===== src/hw/rtl/dkpc_pkg.sv =====
// Package for the dispense key press classifier.
// Holds the thresholds, event and tone codes, register indexes and the result record.
// No dependencies.
package dkpc_pkg;

  localparam logic [15:0] SETTLE_TICKS    = 16'd10;
  localparam logic [15:0] SHORT_TICKS     = 16'd80;
  localparam logic [15:0] LONG_TICKS      = 16'd2000;
  localparam logic [15:0] VERY_LONG_TICKS = 16'd8000;
  localparam logic [15:0] COUNT_MAX       = 16'hFFFF;

  localparam int CFG_IDX_W = 3;

  typedef enum logic [CFG_IDX_W-1:0] {
    REG_MODEL_R_TYPE    = 3'd0,
    REG_TIME_HALF       = 3'd1,
    REG_TIME_ONE        = 3'd2,
    REG_TIME_TWO        = 3'd3,
    REG_TIME_LITER      = 3'd4,
    REG_TIME_CONTINUOUS = 3'd5
  } cfg_reg_t;

  typedef enum logic [2:0] {
    EV_NONE       = 3'd0,
    EV_SHORT      = 3'd1,
    EV_SHORT_TEST = 3'd2,
    EV_LONG       = 3'd3,
    EV_VERY_LONG  = 3'd4
  } key_event_t;

  typedef enum logic [1:0] {
    TONE_NONE       = 2'd0,
    TONE_START      = 2'd1,
    TONE_END        = 2'd2,
    TONE_CONTINUOUS = 2'd3
  } tone_t;

  localparam logic [1:0] CUP_HALF = 2'd0;
  localparam logic [1:0] CUP_ONE  = 2'd1;
  localparam logic [1:0] CUP_TWO  = 2'd2;

  typedef struct packed {
    logic        timer_load;
    tone_t       tone;
    logic [15:0] dispense_time;
    logic        continuous;
    logic        water_out;
    key_event_t  key_event;
  } result_t;

  function automatic logic [15:0] sat_inc(input logic [15:0] v);
    sat_inc = (v == COUNT_MAX) ? COUNT_MAX : v + 16'd1;
  endfunction

endpackage


===== src/hw/rtl/dispense_key_press_classifier.sv =====
// Dispense key press classifier: debounce counters, short/long/very long press
// detection and dispense control. Uses dkpc_pkg.
// Each accepted result is registered into the head entry, or into the skid entry
// while an older one is buffered. Throughput: one request per cycle while the skid
// entry is empty; the two-entry buffer accepts while one waits on out_tready.
// Reset (rst_n, synchronous): key released, counters and flags cleared,
// registers zero.
module dispense_key_press_classifier (
  input  logic                          clk,
  input  logic                          rst_n,
  input  logic                          in_tvalid,
  output logic                          in_tready,
  // key_level, test_mode, all_lock, out_disable, cup_level[1:0], zero pad[1:0]
  input  logic [7:0]                    in_tdata,
  output logic                          out_tvalid,
  input  logic                          out_tready,
  // key_event[2:0], water_out, continuous, dispense_time[15:0], tone[1:0], timer_load
  output logic [23:0]                   out_tdata,
  input  logic                          cfg_valid,
  output logic                          cfg_ready,
  input  logic [dkpc_pkg::CFG_IDX_W-1:0] cfg_index,
  input  logic [15:0]                   cfg_data
);
  import dkpc_pkg::*;

  // configuration
  logic        model_r_type_r;
  logic [15:0] time_half_r, time_one_r, time_two_r, time_liter_r, time_continuous_r;

  // classifier state
  logic        last_level_r, last_level_nxt;
  logic [15:0] stable_ticks_r, stable_ticks_nxt;
  logic [15:0] short_ticks_r, short_ticks_nxt;
  logic [15:0] long_ticks_r, long_ticks_nxt;
  logic        short_done_r, short_done_nxt;
  logic        long_done_r, long_done_nxt;
  logic        very_long_done_r, very_long_done_nxt;
  logic        dispensing_r, dispensing_nxt;
  logic        continuous_on_r, continuous_on_nxt;
  logic [15:0] time_selected_r, time_selected_nxt;

  // result buffer
  result_t     head_r, head_nxt, skid_r, skid_nxt;
  logic        head_valid_r, head_valid_nxt, skid_valid_r, skid_valid_nxt;

  logic        push, pop;
  result_t     res;

  logic        key_level, test_mode, all_lock, out_disable;
  logic [1:0]  cup_level;
  logic [15:0] pick;

  assign key_level   = in_tdata[0];
  assign test_mode   = in_tdata[1];
  assign all_lock    = in_tdata[2];
  assign out_disable = in_tdata[3];
  assign cup_level   = in_tdata[5:4];

  assign cfg_ready  = 1'b1;
  assign in_tready  = !skid_valid_r;
  assign push       = in_tvalid && in_tready;
  assign pop        = head_valid_r && out_tready;
  assign out_tvalid = head_valid_r;
  assign out_tdata  = head_r;

  always_ff @(posedge clk) begin
    if (!rst_n) begin
      model_r_type_r    <= 1'b0;
      time_half_r       <= '0;
      time_one_r        <= '0;
      time_two_r        <= '0;
      time_liter_r      <= '0;
      time_continuous_r <= '0;
    end else if (cfg_valid && cfg_ready) begin
      case (cfg_index)
        REG_MODEL_R_TYPE:    model_r_type_r    <= cfg_data[0];
        REG_TIME_HALF:       time_half_r       <= cfg_data;
        REG_TIME_ONE:        time_one_r        <= cfg_data;
        REG_TIME_TWO:        time_two_r        <= cfg_data;
        REG_TIME_LITER:      time_liter_r      <= cfg_data;
        REG_TIME_CONTINUOUS: time_continuous_r <= cfg_data;
        default: ;
      endcase
    end
  end

  always_comb begin
    case (cup_level)
      CUP_HALF: pick = model_r_type_r ? time_one_r : time_half_r;
      CUP_ONE:  pick = model_r_type_r ? time_two_r : time_one_r;
      CUP_TWO:  pick = model_r_type_r ? time_liter_r : time_two_r;
      default:  pick = time_half_r;
    endcase
  end

  always_comb begin
    last_level_nxt     = last_level_r;
    stable_ticks_nxt   = stable_ticks_r;
    short_ticks_nxt    = short_ticks_r;
    long_ticks_nxt     = long_ticks_r;
    short_done_nxt     = short_done_r;
    long_done_nxt      = long_done_r;
    very_long_done_nxt = very_long_done_r;
    dispensing_nxt     = dispensing_r;
    continuous_on_nxt  = continuous_on_r;
    time_selected_nxt  = time_selected_r;
    res                = '0;
    res.key_event      = EV_NONE;
    res.tone           = TONE_NONE;

    // level tracking
    if (key_level == last_level_r) begin
      if (last_level_r) begin
        stable_ticks_nxt   = '0;
        short_done_nxt     = 1'b0;
        long_done_nxt      = 1'b0;
        very_long_done_nxt = 1'b0;
      end else begin
        stable_ticks_nxt = sat_inc(stable_ticks_r);
      end
      if (stable_ticks_nxt >= SETTLE_TICKS) begin
        short_ticks_nxt = stable_ticks_nxt;
        long_ticks_nxt  = sat_inc(long_ticks_r);
      end
    end else begin
      last_level_nxt   = key_level;
      stable_ticks_nxt = '0;
      short_ticks_nxt  = '0;
      long_ticks_nxt   = '0;
    end

    // classification on the updated counters
    if (!short_done_nxt) begin
      if (short_ticks_nxt >= SHORT_TICKS && short_ticks_nxt < LONG_TICKS) begin
        short_done_nxt  = 1'b1;
        short_ticks_nxt = '0;
        if (test_mode) begin
          res.key_event = EV_SHORT_TEST;
        end else begin
          res.key_event = EV_SHORT;
          if (!all_lock && !out_disable) begin
            if (!dispensing_r) begin
              dispensing_nxt    = 1'b1;
              res.tone          = TONE_START;
              time_selected_nxt = pick;
            end else begin
              dispensing_nxt    = 1'b0;
              continuous_on_nxt = 1'b0;
              res.tone          = TONE_END;
              time_selected_nxt = '0;
            end
          end
        end
      end
    end else if (!long_done_nxt) begin
      if (long_ticks_nxt >= LONG_TICKS) begin
        long_done_nxt = 1'b1;
        res.key_event = EV_LONG;
        if (!test_mode) begin
          if (dispensing_r) begin
            time_selected_nxt = time_continuous_r;
            res.tone          = TONE_CONTINUOUS;
            continuous_on_nxt = 1'b1;
          end else begin
            time_selected_nxt = '0;
          end
        end
      end
    end else if (!very_long_done_nxt) begin
      if (long_ticks_nxt >= VERY_LONG_TICKS) begin
        very_long_done_nxt = 1'b1;
        long_ticks_nxt     = '0;
        res.key_event      = EV_VERY_LONG;
        res.timer_load     = dispensing_r;
      end
    end

    res.water_out     = dispensing_nxt;
    res.continuous    = continuous_on_nxt;
    res.dispense_time = time_selected_nxt;
  end

  always_ff @(posedge clk) begin
    if (!rst_n) begin
      last_level_r     <= 1'b1;
      stable_ticks_r   <= '0;
      short_ticks_r    <= '0;
      long_ticks_r     <= '0;
      short_done_r     <= 1'b0;
      long_done_r      <= 1'b0;
      very_long_done_r <= 1'b0;
      dispensing_r     <= 1'b0;
      continuous_on_r  <= 1'b0;
      time_selected_r  <= '0;
    end else if (push) begin
      last_level_r     <= last_level_nxt;
      stable_ticks_r   <= stable_ticks_nxt;
      short_ticks_r    <= short_ticks_nxt;
      long_ticks_r     <= long_ticks_nxt;
      short_done_r     <= short_done_nxt;
      long_done_r      <= long_done_nxt;
      very_long_done_r <= very_long_done_nxt;
      dispensing_r     <= dispensing_nxt;
      continuous_on_r  <= continuous_on_nxt;
      time_selected_r  <= time_selected_nxt;
    end
  end

  // two-entry result buffer: head drives the port, skid catches a push while head stalls
  always_comb begin
    head_nxt       = head_r;
    head_valid_nxt = head_valid_r;
    skid_nxt       = skid_r;
    skid_valid_nxt = skid_valid_r;
    if (pop || !head_valid_r) begin
      if (skid_valid_r) begin
        head_nxt       = skid_r;
        head_valid_nxt = 1'b1;
        skid_nxt       = res;
        skid_valid_nxt = push;
      end else begin
        head_nxt       = res;
        head_valid_nxt = push;
      end
    end else if (push) begin
      skid_nxt       = res;
      skid_valid_nxt = 1'b1;
    end
  end

  always_ff @(posedge clk) begin
    if (!rst_n) begin
      head_valid_r <= 1'b0;
      skid_valid_r <= 1'b0;
    end else begin
      head_valid_r <= head_valid_nxt;
      skid_valid_r <= skid_valid_nxt;
    end
    head_r <= head_nxt;
    skid_r <= skid_nxt;
  end

  a_skid_needs_head: assert property (@(posedge clk) disable iff (!rst_n)
    skid_valid_r |-> head_valid_r)
    else $error("skid entry valid without head entry");

  a_cont_needs_disp: assert property (@(posedge clk) disable iff (!rst_n)
    continuous_on_r |-> dispensing_r)
    else $error("continuous dispensing without dispensing");

  a_load_on_very_long: assert property (@(posedge clk) disable iff (!rst_n)
    (push && res.timer_load) |-> (res.key_event == EV_VERY_LONG && res.water_out))
    else $error("timer load outside a very long press while dispensing");

  a_count_only_pressed: assert property (@(posedge clk) disable iff (!rst_n)
    (stable_ticks_r != 16'd0) |-> !last_level_r)
    else $error("stable count running while key released");

  a_short_sets_done: assert property (@(posedge clk) disable iff (!rst_n)
    (push && (res.key_event == EV_SHORT || res.key_event == EV_SHORT_TEST)) |=> short_done_r)
    else $error("short press fired without arming its done flag");

endmodule


===== config.mk =====
export PLATFORM = sky130hd
export DESIGN_NAME = dispense_key_press_classifier
export DESIGN_NICKNAME = d
export VERILOG_FILES = /design/src/hw/rtl/dkpc_pkg.sv /design/src/hw/rtl/dispense_key_press_classifier.sv
export SDC_FILE = /design/constraint.sdc
export NUM_CORES = 1
export LEC_CHECK = 0
export BUFFER_PORTS_ARGS = -buffer_cell sky130_fd_sc_hd__buf_2
export CAP_MARGIN = 10
export CORE_ASPECT_RATIO = 1.5
export CORE_MARGIN = 2
export CORE_UTILIZATION = 35
export CTS_CLUSTER_SIZE = 40
export DETAILED_ROUTE_END_ITERATION = 10
export GPL_ROUTABILITY_DRIVEN = 1
export SYNTH_ARGS = -nofsm -noshare
export SYNTH_HDL_FRONTEND = slang
export SYNTH_SLANG_ARGS = --single-unit

===== constraint.sdc =====
create_clock -name clk -period 7.27 [get_ports clk]
set_input_delay 1.0905 -clock clk [delete_from_list [all_inputs] [get_ports clk]]
set_output_delay 1.0905 -clock clk [all_outputs]
set_load 0.1 [all_outputs]

---- Yosys cells after proc, flatten, opt, wreduce, memory -nomap -nowiden ----
Index checks and enable logic that the tools add are counted.
Widths: inputs -> output; s select.
word-level totals
  input bits .............................. 32
  word-level logic and storage cells ...... 154
  register bits after elaboration ......... 201
cells by class
  $lt $le $gt $ge ......................... 5
  multiplexer cells ....................... 85
  bitwise operators ....................... 1
  add/sub/neg operators ................... 2
  reductions and logical operators ........ 20
  equal/unequal tests ..................... 11
operators by type and width
  cell                   count
  $mux 16                27
  $mux 24                4
  $pmux 16 s3            1
  $mux 1                 37
  $add 16x1->16 const B  2
  $eq 16x16->1 const B   2
  $mux 2                 12
  $ge 16x11->1 const B   1
  $ge 16x13->1 const B   1
  $ge 16x4->1 const B    1
  $ge 16x7->1 const B    1
  $lt 16x11->1 const B   1
  $reduce_and 2->1       8
  $mux 3                 4
  $eq 3x2->1 const B     2
  $eq 3x3->1 const B     2
  $logic_and 1x1->1      4
  $logic_not 1->1        4
  $eq 3x1->1 const B     1
  $logic_not 3->1        1
  $eq 2x1->1 const B     1
  $eq 2x2->1 const B     1
  $logic_not 2->1        1
  $ne 2x2->1 const B     1
  other kinds (4)        4

---- Depth between registers and ports, before layout ----
  depth in word-level cells ............... 14
  mapped depth ............................ 17
  gate-level depth less buffers ........... 13

---- Worst setup path after synthesis ----
No wires, ideal clock.
  path type ............................... register to register
  start point ............................. register head_valid_r, in the netlist out_tvalid
  end point ............................... register skid_r[0] (netlist name) (enable)
  required time ........................... 6.832 ns
  cell stages (with the launch flop) ...... 3
  path slack .............................. 3.171 ns
  period minus slack after synthesis ...... 4.099 ns
  data arrival time ....................... 3.661 ns
  setup time .............................. 0.438 ns
  cells stage by stage .................... dfxtp_1 > nand2b_1 > o21ai_0
on the way
  cells in the longest elaborated chain, start to end .. 4
  elaborated cells on any way between the ends .. 6
  classes of those cells .................. 1 x eq/ne; 5 x reduce/logical
RTL lines
  element                                                    RTL line                                                                   RTL
  start, declared                                            dispense_key_press_classifier.sv:44                                        logic head_valid_r, head_valid_nxt, skid_valid_r, skid_valid_nxt;
  start signal, assigned                                     dispense_key_press_classifier.sv:236                                       head_valid_r <= head_valid_nxt;
  $logic_and 1x1->1 or $logic_not 1->1 (tied branches)       dispense_key_press_classifier.sv:62, dispense_key_press_classifier.sv:215
  $logic_or 1x1->1 (*)                                       dispense_key_press_classifier.sv:215                                       if (pop || !head_valid_r) begin
  $ne 2x2->1 (no line) or $reduce_bool 2->1 (tied branches)  n/a
  $reduce_and 2->1 (no line) (*)                             n/a
  end signal, assigned                                       dispense_key_press_classifier.sv:240                                       skid_r <= skid_nxt;
  end, declared                                              dispense_key_press_classifier.sv:43                                        result_t head_r, head_nxt, skid_r, skid_nxt;
Every way passes the cells marked *; elsewhere a longest branch is shown, timed or not.
A chain may end at the register's enable or synchronous reset.

---- Final worst setup path ----
  start point ............................. register stable_ticks_r[0]
  end point ............................... register head_r, in the netlist out_tdata[9], data pin
on the way
  cells in the longest elaborated chain, start to end .. 12
  elaborated cells on any way between the ends .. 19
  classes of those cells .................. 1 x add/sub; 4 x order compare; 1 x eq/ne; 12 x mux; 1 x reduce/logical
RTL lines
  element                                        RTL line                                                                    RTL
  start, declared                                dispense_key_press_classifier.sv:32                                         logic [15:0] stable_ticks_r, stable_ticks_nxt;
  start signal, assigned                         dispense_key_press_classifier.sv:197                                        stable_ticks_r <= stable_ticks_nxt;
  $add 16x1->16 or $eq 16x16->1 (tied branches)  dkpc_pkg.sv:52                                                              sat_inc = (v == COUNT_MAX) ? COUNT_MAX : v + 16'd1;
  $mux 16 (*)                                    dkpc_pkg.sv:52
  $mux 16 (*)                                    dispense_key_press_classifier.sv:113                                        if (last_level_r) begin
  $mux 16 (*)                                    dispense_key_press_classifier.sv:112                                        if (key_level == last_level_r) begin
  $ge 16x4->1                                    dispense_key_press_classifier.sv:121                                        if (stable_ticks_nxt >= SETTLE_TICKS) begin
  $mux 16                                        dispense_key_press_classifier.sv:121
  $mux 16                                        dispense_key_press_classifier.sv:112
  $ge 16x11->1, or another cell as far along     dispense_key_press_classifier.sv:156                                        if (long_ticks_nxt >= LONG_TICKS) begin
  $mux 16 or $logic_and 1x1->1 (tied branches)   dispense_key_press_classifier.sv:156, dispense_key_press_classifier.sv:134
  $mux 16 (on tied branches)                     dispense_key_press_classifier.sv:155, dispense_key_press_classifier.sv:134
  $mux 16 (*)                                    dispense_key_press_classifier.sv:133                                        if (!short_done_nxt) begin
  $mux 24 (*)                                    dispense_key_press_classifier.sv:216                                        if (skid_valid_r) begin
  end signal, assigned                           dispense_key_press_classifier.sv:239                                        head_r <= head_nxt;
  end, declared                                  dispense_key_press_classifier.sv:43
Every way passes the cells marked *; elsewhere a longest branch is shown, timed or not. The select of a mux whose other input is x is not followed.

==> flow_summary_export.csv <==
group,metric,value,unit
min_path,hold_path_class,"reg -> reg",
detailed_routing,vias_per_cell,5.73,
global_route,grt_pass1_wl,45.0,mm
die,die-area,30100,sq um
logic_synthesis,yosysUniqueCellTypes,74,
finish,fin_nets,1227,
place,dp_hpwl,19.2,mm
min_path,min_from,"time_liter_r[15]$_SDFFE_PN0P_",
global_route,grt_overflow_total,0,
global_route,grt_max_degree,82,
detailed_routing,vias,8903,
die,die_h,211,microns
cts,cts_buffers,17,
timing,slew_headroom,27.4,%
critical_path,cp-end-kind,"register",
timing,rsz0062_at_grt,"false",
timing,tns,0,ns
logic_synthesis,yosysTopAreaCellShare,29.7,%
finish,final_cell_mix,"nand2_1, a21oi_1, dfxtp_1, nor2_1, buf_2",
logic_synthesis,synthTopCellsByArea,"dfxtp_1, edfxtp_1, nand2_1",
cts,cts_tree,"yes",
critical_path,critical_path_class,"reg -> reg",
place,pre_cts_slack,2.05,ns
logic_synthesis,synthCells,1204,
die,start_util,35.2,%
timing,setup_slack,2.02,ns
die,top_level_ports,59,
logic_synthesis,synth_edf_count,48,
critical_path,critPathArrivalTime,5.45,ns
timing,setup_viol,0,
timing,worst_pin_slew,1.09,ns
pwr,irDropWorstVdd,0.180,mV
cts,cts_htree_levels,4,
finish,nFillCells,2955,
pwr,p_seq_share,50.9,%
die,core-area,28500,sq um
critical_path,crit_chain,"ha_1 -> and3_1 -> and3_1 -> a31oi_1 -> or3_1 -> nor4_4 -> a41oi_1 -> or3_1 -> o2111ai_4 -> mux2i_1 -> nor3_1 -> a221o_1",
status,status,"finished clean",
logic_synthesis,ys_ff_latch,197,
detailed_routing,dr.first_iter.drc_count,578,
timing,period_minus_slack,5.25,ns
cts,path_clk_slew,0.07,ns
critical_path,start_kind,"register",
cts,cts_buffer_depth,2,
finish,final_common_cell,"nand2_1",
timing,hold_slack,0.456,ns
cts,cts_resized,0,
timing,finalHoldViolations,0,
logic_synthesis,yosysTopAreaCell,"dfxtp_1",
detailed_routing,drc,0,
timing,fin_worst_skew,0.00862,ns
global_route,antenna_found_initial,1,
pwr,switchingPower,0.000632,W
detailed_routing,routed_wl,28.0,mm
detailed_routing,drt_pass1_iterations,5,
cts,ctsHoldBuffers,0,
min_path,holdPathEnd,"time_liter_r[15]$_SDFFE_PN0P_",
pwr,power.internal,0.00164,W
pwr,clockPowerShare,40.1,%
critical_path,rr_endpoint,"out_tdata[9]$_DFFE_PN_",
finish,instances_no_fill,1555,
critical_path,reg2regPathDepth,12,
min_path,hold_depth,2,
finish,n_antenna_cell,0,
flow_run,drv_cap,0,
die,die_w,142,microns
critical_path,rr_startpoint,"stable_ticks_r[0]$_SDFFE_PN0P_",
cts,postCtsSetupBuffers,0,
global_route,track_usage,18.9,%
timing,slew_violations,0,
timing,final.period_utilization,72.2,%
place,gp_congestion,0.904,
logic_synthesis,synth_ff_type,"dfxtp_1",
cts,clock-sinks,197,
place,place_inst,1523,
finish,syn2layout_area_growth,9.42,%
pwr,p_total,0.00227,W
die,fp-row-count,76,
logic_synthesis,syn-cell-area,10000,sq um
critical_path,worstPathMaxFanout,33,
critical_path,crit_buf_inv,0,
critical_path,timing.reg2reg.setup_slack,2.02,ns
cts,clk_latency,0.45,ns
logic_synthesis,syn_nets,1240,
critical_path,slowest_delay,0.89,ns
pwr,p_leak,3.85,nW
cts,cts-root-buf,"clkbuf_16",
critical_path,cp_top_family,"simple AND/OR/NAND/NOR gates",
timing,fmax,190,MHz
critical_path,cpMaxStageDelayCell,"o2111ai_4",
detailed_routing,wire_per_inst,18.0,microns
pwr,power.density,207,nW/um^2
pwr,power_frac_comb,9.1,%
detailed_routing,drtAntennaViolNets,0,
logic_synthesis,synth_warnings,0,
logic_synthesis,synthArstFlopShare,0,%
finish,drive_above_1_share,11.0,%
place,portBuffers,55,
logic_synthesis,synth_area_per_cell,8.34,sq um
logic_synthesis,ys_seq_area_share,44.1,%
pwr,netSwitchingFraction,27.8,%
global_route,grt_pass1_vias,8385,
critical_path,required,7.47,ns
-- logic make-up (layout without fill, tap and decap cells) --
| group | count (synthesis) | after routing | synth area share, % |
|---|---|---|---|
| xor gates and xnor gates | 7 | 7 | 0.611 |
| AOI/OAI and AO/OA | 386 | 386 | 26.0 |
| and+or+nand+nor | 466 | 466 | 20.9 |
| buffers and inverters | 113 | 113 | 4.81 |
| adders and majority gates | 4 | 4 | 0.498 |
| muxes | 30 | 30 | 3.09 |
| other | 1 | 1 | 0.0373 |
| DFF | 197 | 197 | 44.1 |
-- per-stage QoR --
stage	area, sq um	util, %
after global routing	11000	38.5
final	11000	38.5
after detailed placement	10400	36.6
after CTS	11000	38.5
after floorplan	10000	-
after global placement	10400	36.6
-- layer usage --
metal / share of wire [%] / track usage (%) / vias up / wire, microns
met1: 43 / 22.7 / 4220 / 11900
met5: 0.043 / 0 / - / 12
met4: 2.7 / 8.64 / 2 / 763
li1: - / - / 4402 / -
met2: 51 / 32.8 / 230 / 14100
met3: 4.1 / 3.28 / 49 / 1140
-- cell type report --
| type | count | area, sq um | share of cell area, % |
|---|---|---|---|
| sequential | 197 | 4420 | 40.3 |
| clock inverter | 14 | 115 | 1.05 |
| clock buffer | 18 | 439 | 4.00 |
| multi-input combinational | 894 | 5140 | 46.8 |
| timing repair buffer | 69 | 380 | 3.46 |
| inverter | 12 | 46.3 | 0.421 |
| tap | 351 | 439 | 4.00 |
-- power by group through the flow --
stage               Sequential, W  Combinational (W)  Clock (W)
floorplan                 0.00123          0.0000938          0
global placement          0.00118           0.000205          0
detailed placement        0.00118           0.000206          0
CTS                       0.00116           0.000206   0.000933
global route              0.00116           0.000221   0.000972
finish                    0.00115           0.000206   0.000910
-- worst min-delay path, stage by stage, from the launching register on --
cell	delay, ns
dfxtp_1	0.31
nand2_1	0.05
a21oi_1	0.05
-- worst max path at each step --
stage	from	endpoint	slack, ns	cells past startpoint
after floorplan	out_tvalid$_SDFFE_PN0N_	skid_r[0]$_DFFE_PP_	3.17	2
after global placement	stable_ticks_r[0]$_SDFFE_PN0P_	out_tdata[9]$_DFFE_PN_	2.09	12
after detailed placement	stable_ticks_r[0]$_SDFFE_PN0P_	out_tdata[9]$_DFFE_PN_	2.05	12
after CTS	stable_ticks_r[0]$_SDFFE_PN0P_	out_tdata[9]$_DFFE_PN_	2.04	12
after global routing	stable_ticks_r[0]$_SDFFE_PN0P_	out_tdata[19]$_DFFE_PN_	1.65	12
final	stable_ticks_r[0]$_SDFFE_PN0P_	out_tdata[9]$_DFFE_PN_	2.02	12
-- synthesized netlist by cell type (4+ instances only) --
cell       count
a211oi_1      29
a21o_1         4
a21oi_1      150
a221o_1       11
a221oi_1      17
a22o_1        11
a22oi_1       30
a31oi_1       20
a32oi_1        8
a41oi_1        4
and2_1         7
and3_1        15
buf_1          4
buf_2         10
buf_4          8
clkbuf_1      76
dfxtp_1      149
edfxtp_1      48
ha_1           4
inv_1         12
mux2_2         8
mux2i_1       22
nand2_1      228
nand2b_1       4
nand3_1       29
nand4_1       11
nor2_1        86
nor2b_1        7
nor3_1        45
nor4_1         5
o211ai_1       6
o21a_1         7
o21ai_0       31
o22ai_1        4
o2bb2ai_1     13
o31ai_1        6
o41ai_1        4
or2_2          5
or3_1          7
xnor2_1        5
No activity file was read; power rests on OpenSTA's default activity.
